[src/hw/rtl/prcu_pkg.sv]
// ----------------------------------------------------------------------------
// prcu_pkg: shared types and constants of the polar/rectangular point unit
// Operation codes, CORDIC arctangent table, gain constant and stage payloads.
// ----------------------------------------------------------------------------
package prcu_pkg;

  // operation codes carried in the mode field
  localparam logic [2:0] MODE_R2P   = 3'd0;
  localparam logic [2:0] MODE_P2R   = 3'd1;
  localparam logic [2:0] MODE_ROT   = 3'd2;
  localparam logic [2:0] MODE_SCALE = 3'd3;
  localparam logic [2:0] MODE_ADD   = 3'd4;
  localparam logic [2:0] MODE_SUB   = 3'd5;

  localparam int unsigned GUARD_BITS = 8;
  // rotation lanes: |x|,|y| stay below 2^40
  localparam int unsigned ROT_W  = 44;
  localparam int unsigned ROT_ZW = 34;
  // vectoring lanes: sum of two points after CORDIC growth stays below 2^43
  localparam int unsigned VEC_W  = 46;

  localparam logic [31:0] INV_GAIN     = 32'd2608131496;  // 1/K in Q0.32
  localparam logic [31:0] HALF_TURN    = 32'h8000_0000;
  localparam logic [31:0] QUARTER_TURN = 32'h4000_0000;

  // atan(2^-i) in binary-angle units
  localparam logic [31:0] ATAN_TAB [32] = '{
    32'h20000000, 32'h12E4051E, 32'h09FB385B, 32'h051111D4,
    32'h028B0D43, 32'h0145D7E1, 32'h00A2F61E, 32'h00517C55,
    32'h0028BE53, 32'h00145F2F, 32'h000A2F98, 32'h000517CC,
    32'h00028BE6, 32'h000145F3, 32'h0000A2FA, 32'h0000517D,
    32'h000028BE, 32'h0000145F, 32'h00000A30, 32'h00000518,
    32'h0000028C, 32'h00000146, 32'h000000A3, 32'h00000051,
    32'h00000029, 32'h00000014, 32'h0000000A, 32'h00000005,
    32'h00000003, 32'h00000001, 32'h00000001, 32'h00000000
  };

  typedef struct packed {
    logic                     rot;  // lane takes part in rotation
    logic signed [ROT_W-1:0]  x;
    logic signed [ROT_W-1:0]  y;
    logic signed [ROT_ZW-1:0] z;
  } rot_lane_t;

  typedef struct packed {
    logic signed [VEC_W-1:0] x;
    logic signed [VEC_W-1:0] y;
    logic [31:0]             z;
  } vec_lane_t;

  // per-transaction sideband traveling with the lanes
  typedef struct packed {
    logic [2:0]  mode;
    logic [30:0] rad;
    logic [31:0] ang;
    logic [31:0] xo;
    logic [31:0] yo;
    logic        ov;
    logic        zero;
  } side_t;

  typedef struct packed {
    logic [30:0] rad;
    logic [31:0] ang;
    logic [31:0] xo;
    logic [31:0] yo;
    logic        ov;
  } res_t;

endpackage

[src/hw/rtl/prcu_vec_cell.sv]
// ----------------------------------------------------------------------------
// prcu_vec_cell: one CORDIC vectoring step
// Drives y toward zero and accumulates the angle taken.
// ----------------------------------------------------------------------------
module prcu_vec_cell #(
  parameter int unsigned STEP = 0
) (
  input  logic                clk_i,
  input  logic                rst_ni,
  input  logic                en_i,
  input  logic                valid_i,
  input  prcu_pkg::vec_lane_t lane_i,
  input  prcu_pkg::side_t     side_i,
  output logic                valid_o,
  output prcu_pkg::vec_lane_t lane_o,
  output prcu_pkg::side_t     side_o
);

  localparam logic [31:0] T = prcu_pkg::ATAN_TAB[STEP];

  logic signed [prcu_pkg::VEC_W-1:0] x;
  logic signed [prcu_pkg::VEC_W-1:0] y;
  logic signed [prcu_pkg::VEC_W-1:0] dx;
  logic signed [prcu_pkg::VEC_W-1:0] dy;
  prcu_pkg::vec_lane_t               lane_d;
  logic                              valid_q;

  always_comb begin
    x      = lane_i.x;
    y      = lane_i.y;
    dx     = y >>> STEP;
    dy     = x >>> STEP;
    lane_d = lane_i;
    if (!y[prcu_pkg::VEC_W-1]) begin
      lane_d.x = x + dx;
      lane_d.y = y - dy;
      lane_d.z = lane_i.z + T;
    end else begin
      lane_d.x = x - dx;
      lane_d.y = y + dy;
      lane_d.z = lane_i.z - T;
    end
  end

  always_ff @(posedge clk_i or negedge rst_ni) begin
    if (!rst_ni) begin
      valid_q <= 1'b0;
    end else if (en_i) begin
      valid_q <= valid_i;
    end
  end

  always_ff @(posedge clk_i) begin
    if (en_i) begin
      lane_o <= lane_d;
      side_o <= side_i;
    end
  end

  assign valid_o = valid_q;

endmodule

[config.mk]
export PLATFORM = sky130hd
export DESIGN_NAME = prcu_vec_cell
export DESIGN_NICKNAME = d
export VERILOG_FILES = /design/src/hw/rtl/prcu_pkg.sv /design/src/hw/rtl/prcu_vec_cell.sv
export SDC_FILE = /design/constraint.sdc
export NUM_CORES = 1
export LEC_CHECK = 0
export BUFFER_PORTS_ARGS = -buffer_cell sky130_fd_sc_hd__buf_2
export CAP_MARGIN = 0
export CORE_ASPECT_RATIO = 1.4
export CORE_MARGIN = 2
export CORE_UTILIZATION = 25
export DETAILED_ROUTE_END_ITERATION = 10
export MAX_ROUTING_LAYER = met4
export PLACE_DENSITY = 0.46
export SYNTH_ARGS = -nofsm -noshare
export SYNTH_HDL_FRONTEND = slang
export SYNTH_SLANG_ARGS = --single-unit
[constraint.sdc]
create_clock -name clk_i -period 0.8 [get_ports clk_i]
set_input_delay 0.16 -clock clk_i [delete_from_list [all_inputs] [get_ports clk_i]]
set_output_delay 0.16 -clock clk_i [all_outputs]
set_load 0.05 [all_outputs]
# After elaboration in Yosys (flattened, before gate mapping)
# Index checks and enable logic that the tools add are counted.
[totals] register_bits=257 latchBits=0 mem_bits_rw=0 romBits=0 inputBits=260 output_inout_bits=257 word_cells=17 memories=0
[op_classes] add_sub_neg=5 n_mul=0 n_div=0 magnitude_cmp=0 n_eq_ne=0 shifts=0 mux=1 bitwise=0 reduce_logical=0
[op_table] op="124-bit two-way mux" n=1
[op_table] op="46-bit subtractor" n=2
[op_table] op="46-bit adder" n=1
[op_table] op="32-bit by 30-bit adder with 32-bit output (second input constant)" n=1
[op_table] op="32-bit by 30-bit subtractor with 32-bit output (second input constant)" n=1

# Depth between registers and ports, before layout
[logic_depth] ltp_word=2 mapped_depth=13 mapped_depth_nobuf=12

# Least setup slack after synthesis
# No wires, ideal clock.
[synth_timing] kind="input -> register" startpoint="input port lane_i[32] (netlist bit)" endpoint="register lane_o[122] (netlist bit), data pin" setup_ns=0.162 t_arrival_ns=2.702 required_ns=0.638 slack_ns=-2.064 stages=11 path_buffers=0 path_cell_list="ha_1 fa_1 nor2b_1 o21ai_0 nand4_1 a2111oi_2 nor2_1 a21oi_2 nor3_1 or4_1 o2111ai_1"
[synth_rtl] item="from (decl)" line="prcu_vec_cell.sv:12" source="input prcu_pkg::vec_lane_t lane_i,"
[synth_rtl] item="to (signal assigned)" line="prcu_vec_cell.sv:55" source="lane_o <= lane_d;"
[synth_rtl] item="to (decl)" line="prcu_vec_cell.sv:15" source="output prcu_pkg::vec_lane_t lane_o,"

==> summary.md <==
| Metric | Value |
|---|---|
| Fin crit share | 308% |
| TritonCTS clock tree | done |
| Htree depth | 1 |
| I/O pins | 517 |
| Synth Register Bits | between 200 and 300 |
| Slew @ Worst Pin | between 700 and 800 ps |
| Synth Flop Type | edfxtp_1 |
| Most frequent cells in the layout | buf_4, edfxtp_1, buf_6 |
| Root buffer cell | clkbuf_16 |
| Initial Util | around a quarter |
| Critical path depth in cells | 17 |
| WL per Instance | 23.8 um |
| Final setup fails | between 300 and 400 |
| Vias | 18500 |
| Mean number of vias per cell | between 4 and 5 |
| Final non-filler cell total | between 3000 and 4000 |
| Syn Nets | between 2000 and 2500 |
| Post-route setup slack | -1660 ps |
| Residual DRC | 0 |
| Number of buffers created by CTS | 30 |
| Chip Height | roughly 300 um |
| Netlist Area Pre-Place | ~16000 um^2 |
| CP max stage cell | or4b_4 |
| Die area | roughly 68000 um^2 |
| Number of synthesized flops with an enable pin | between 200 and 300 |
| Number of fill cells | about 5800 |
| Vias in the first global route | around 20000 |
| # port buffers | ~520 |
| All-Layer GR Usage | 26.8% |
| R2r setup slk | 20 ps |
| Crit path arrival time | about 2800 ps |
| WS Path Type | input pin to flip-flop |
| Max Freq | about 410 MHz |
| CP delay by family, top | simple AND/OR/NAND/NOR gates |
| Crit path time final | 2460 ps |
| Critical Path Fanout Max | 4 |
| Share of cells above drive strength 1 | around 58% |
| Cells after DPL | approximately 3500 |
| CP Cell Sequence | buf_8 > inv_6 > ha_4 > buf_4 > buf_6 > buf_6 > nand2_4 > buf_4 > nor2_4 > nand2_2 > or4b_4 > a21oi_4 > o21ai_2 > buf_4 > a211oi_2 > o31ai_2 > xnor2_1 |
| Post-DP HPWL | between 70000 and 80000 um |
| Most used cell, CP | buf_4 |
| Final Hold Fails | 0 |
| Worst R2R Path Depth | 1 |
| Leakage power | around 15 nW |
| Placer Congestion | 0.967 |
| Pre-CTS setup slack | -2500 ps |
| Area leader, netlist | edfxtp_1 |
| Mapped Cells | 1596 |
| GRT overflow | 0 |
| Sequential fraction of the synthesis area | a little under half |
| Syn avg cell area | approximately 10 um^2 |
| Commonest non-fill, non-tap cell in the layout | buf_4 |
| Fin. max-slew vios | 0 |
| Critical Path RT | ~1100 ps |
| Worst Clk Skew | 0 ps |
| Hold/Removal Path Class | input pin to flip-flop |
| Yosys cell types | between 80 and 90 |
| CTS clk-pin slew, worst paths | approximately 70 ps |
| Worst Setup Start Kind | input pin |
| P&R area growth vs syn | 109% |
| Core ar. | 65400 um^2 |
| RSZ-0062 raised after global routing | true |
| Status | finished with violations |
| Max Cap Viol | 0 |
| Setup crit end kind | flip-flop |
| First-pass GRT wire length | 131000 um |
| Routed wire length | between 90000 and 100000 um |
| Largest cells by area after synthesis | edfxtp_1, ha_1, a21oi_1, xnor2_1, inv_1 |
| First DRT Iteration DRCs | approximately 960 |
| Rel. slew slack | between 50 and 60% |
| Num rows | between 100 and 150 |
| Worst-Skew Late Latency | a little under 600 ps |
| Layout Nets | roughly 3400 |
| Worst VDD drop | approximately 1.7 mV |
| Pwr Density | 1740 nW/um^2 |
| Die Span X | around 220 um |
| Crit path largest cell delay | 590 ps |
| Initial antenna violation count | 6 |
| Asr flop ratio synth | 0.391% |
| Yosys warns | 0 |
| Failing checks | setup timing |
| Drt pass-1 iters | 5 |
| Sink Count | 256 |
| Final ANT Viol Nets | 0 |
| Largest net degree at the start of global routing | 30 |
| Clk buf depth | 3 |
| Post-synth top area share | a little under half |
| Hold Crit Depth | 2 |
| WP buf/inv | 7 |
[routing by layer]
metal / global-route usage (%) / wire length (um)
met5: - / 0
met3: 3.12 / 3900
met2: 49.4 / 48600
met4: 9.54 / 3780
met1: 29.7 / 35700
[cells by family after synthesis]
kind of cell	Yosys count	share of synthesized area (%)
XOR/XNOR	86	4.57
flip-flops	256	46.6
buffers and inverters	213	5.03
AO/OA/AOI/OAI	498	19.3
multiplexers	34	2.08
adder cells (fa/ha/maj)	155	12.0
AND/OR/NAND/NOR	354	10.5
[area by class of cell]
type                            instances  area (um^2)  area share [%]
Timing Repair Buffer                 1433        13400            38.8
Multi-Input combinational cell       1127        10700            31.2
Sequential cell                       256         7680            22.3
Clock inverter                         21          150           0.436
Antenna cell                            3         7.51          0.0218
Inverter                              148          659            1.91
Tap cell                              847         1060            3.08
Clock buffer                           34          766            2.22
[state kept, by name, indices dropped and copies added (netlist names)]
name     cells
lane_o     123
valid_o      1
side_o     132
[metrics by stage]
stage,hold slack [ps],total power [W],setup TNS [ps],utilization [%],instance area [um^2]
global placement,20.8,0.0419,-215840,42.1,27500
CTS,-42.6,0.0591,-255060,50.7,33200
floorplan,-136,0.0289,-117550,-,17400
finish,18.4,0.0600,-251180,52.6,34400
detailed placement,21.1,0.0418,-216930,42.1,27500
global route,23.8,0.0621,-264830,52.6,34400
[final timing paths]
path | start | to
min in group asynchronous | rst_ni | valid_o$_DFFE_PN0P_
worst max-delay path | lane_i[40] | lane_o[75]$_DFFE_PP_
worst max register to register | valid_o$_DFFE_PN0P_ | valid_o$_DFFE_PN0P_
worst min-delay path | en_i | side_o[64]$_DFFE_PP_
max in group asynchronous | rst_ni | valid_o$_DFFE_PN0P_
worst min register to register | valid_o$_DFFE_PN0P_ | valid_o$_DFFE_PN0P_
[synthesized netlist by cell type (6+ instances only)]
cell	n
nor4_1	14
edfxtp_1	255
ha_1	151
buf_1	16
o21ai_0	83
buf_2	12
nand2b_1	8
a21boi_0	7
nand3_1	24
o21bai_1	41
a21o_1	31
inv_2	8
nand2_1	89
clkbuf_1	34
a21oi_1	190
nor2_1	96
and2_1	6
mux2i_1	32
a211oi_1	17
or3_1	8
o21ai_1	12
o211ai_1	8
nor3_1	39
a221oi_1	7
xnor2_1	83
o31ai_1	19
inv_1	139
nor2b_1	12
o21a_1	11
a31oi_1	12
nand4_1	26
[timing repair]
action	CTS	global route
gates resized for setup	661	206
gates cloned	0	0
setup endpoints to repair	348	348
hold buffers	168	0
buffers inserted	64	54
hold endpoints to repair	169	0
pin swaps	132	141
[report_power, final]
group	leakage, nW	switching, W	internal, W
registers	2.51	0.00125	0.0168
logic	12.1	0.0154	0.0134
clock network	0.442	0.00617	0.00696
Power figures use the tool's default switching activity.
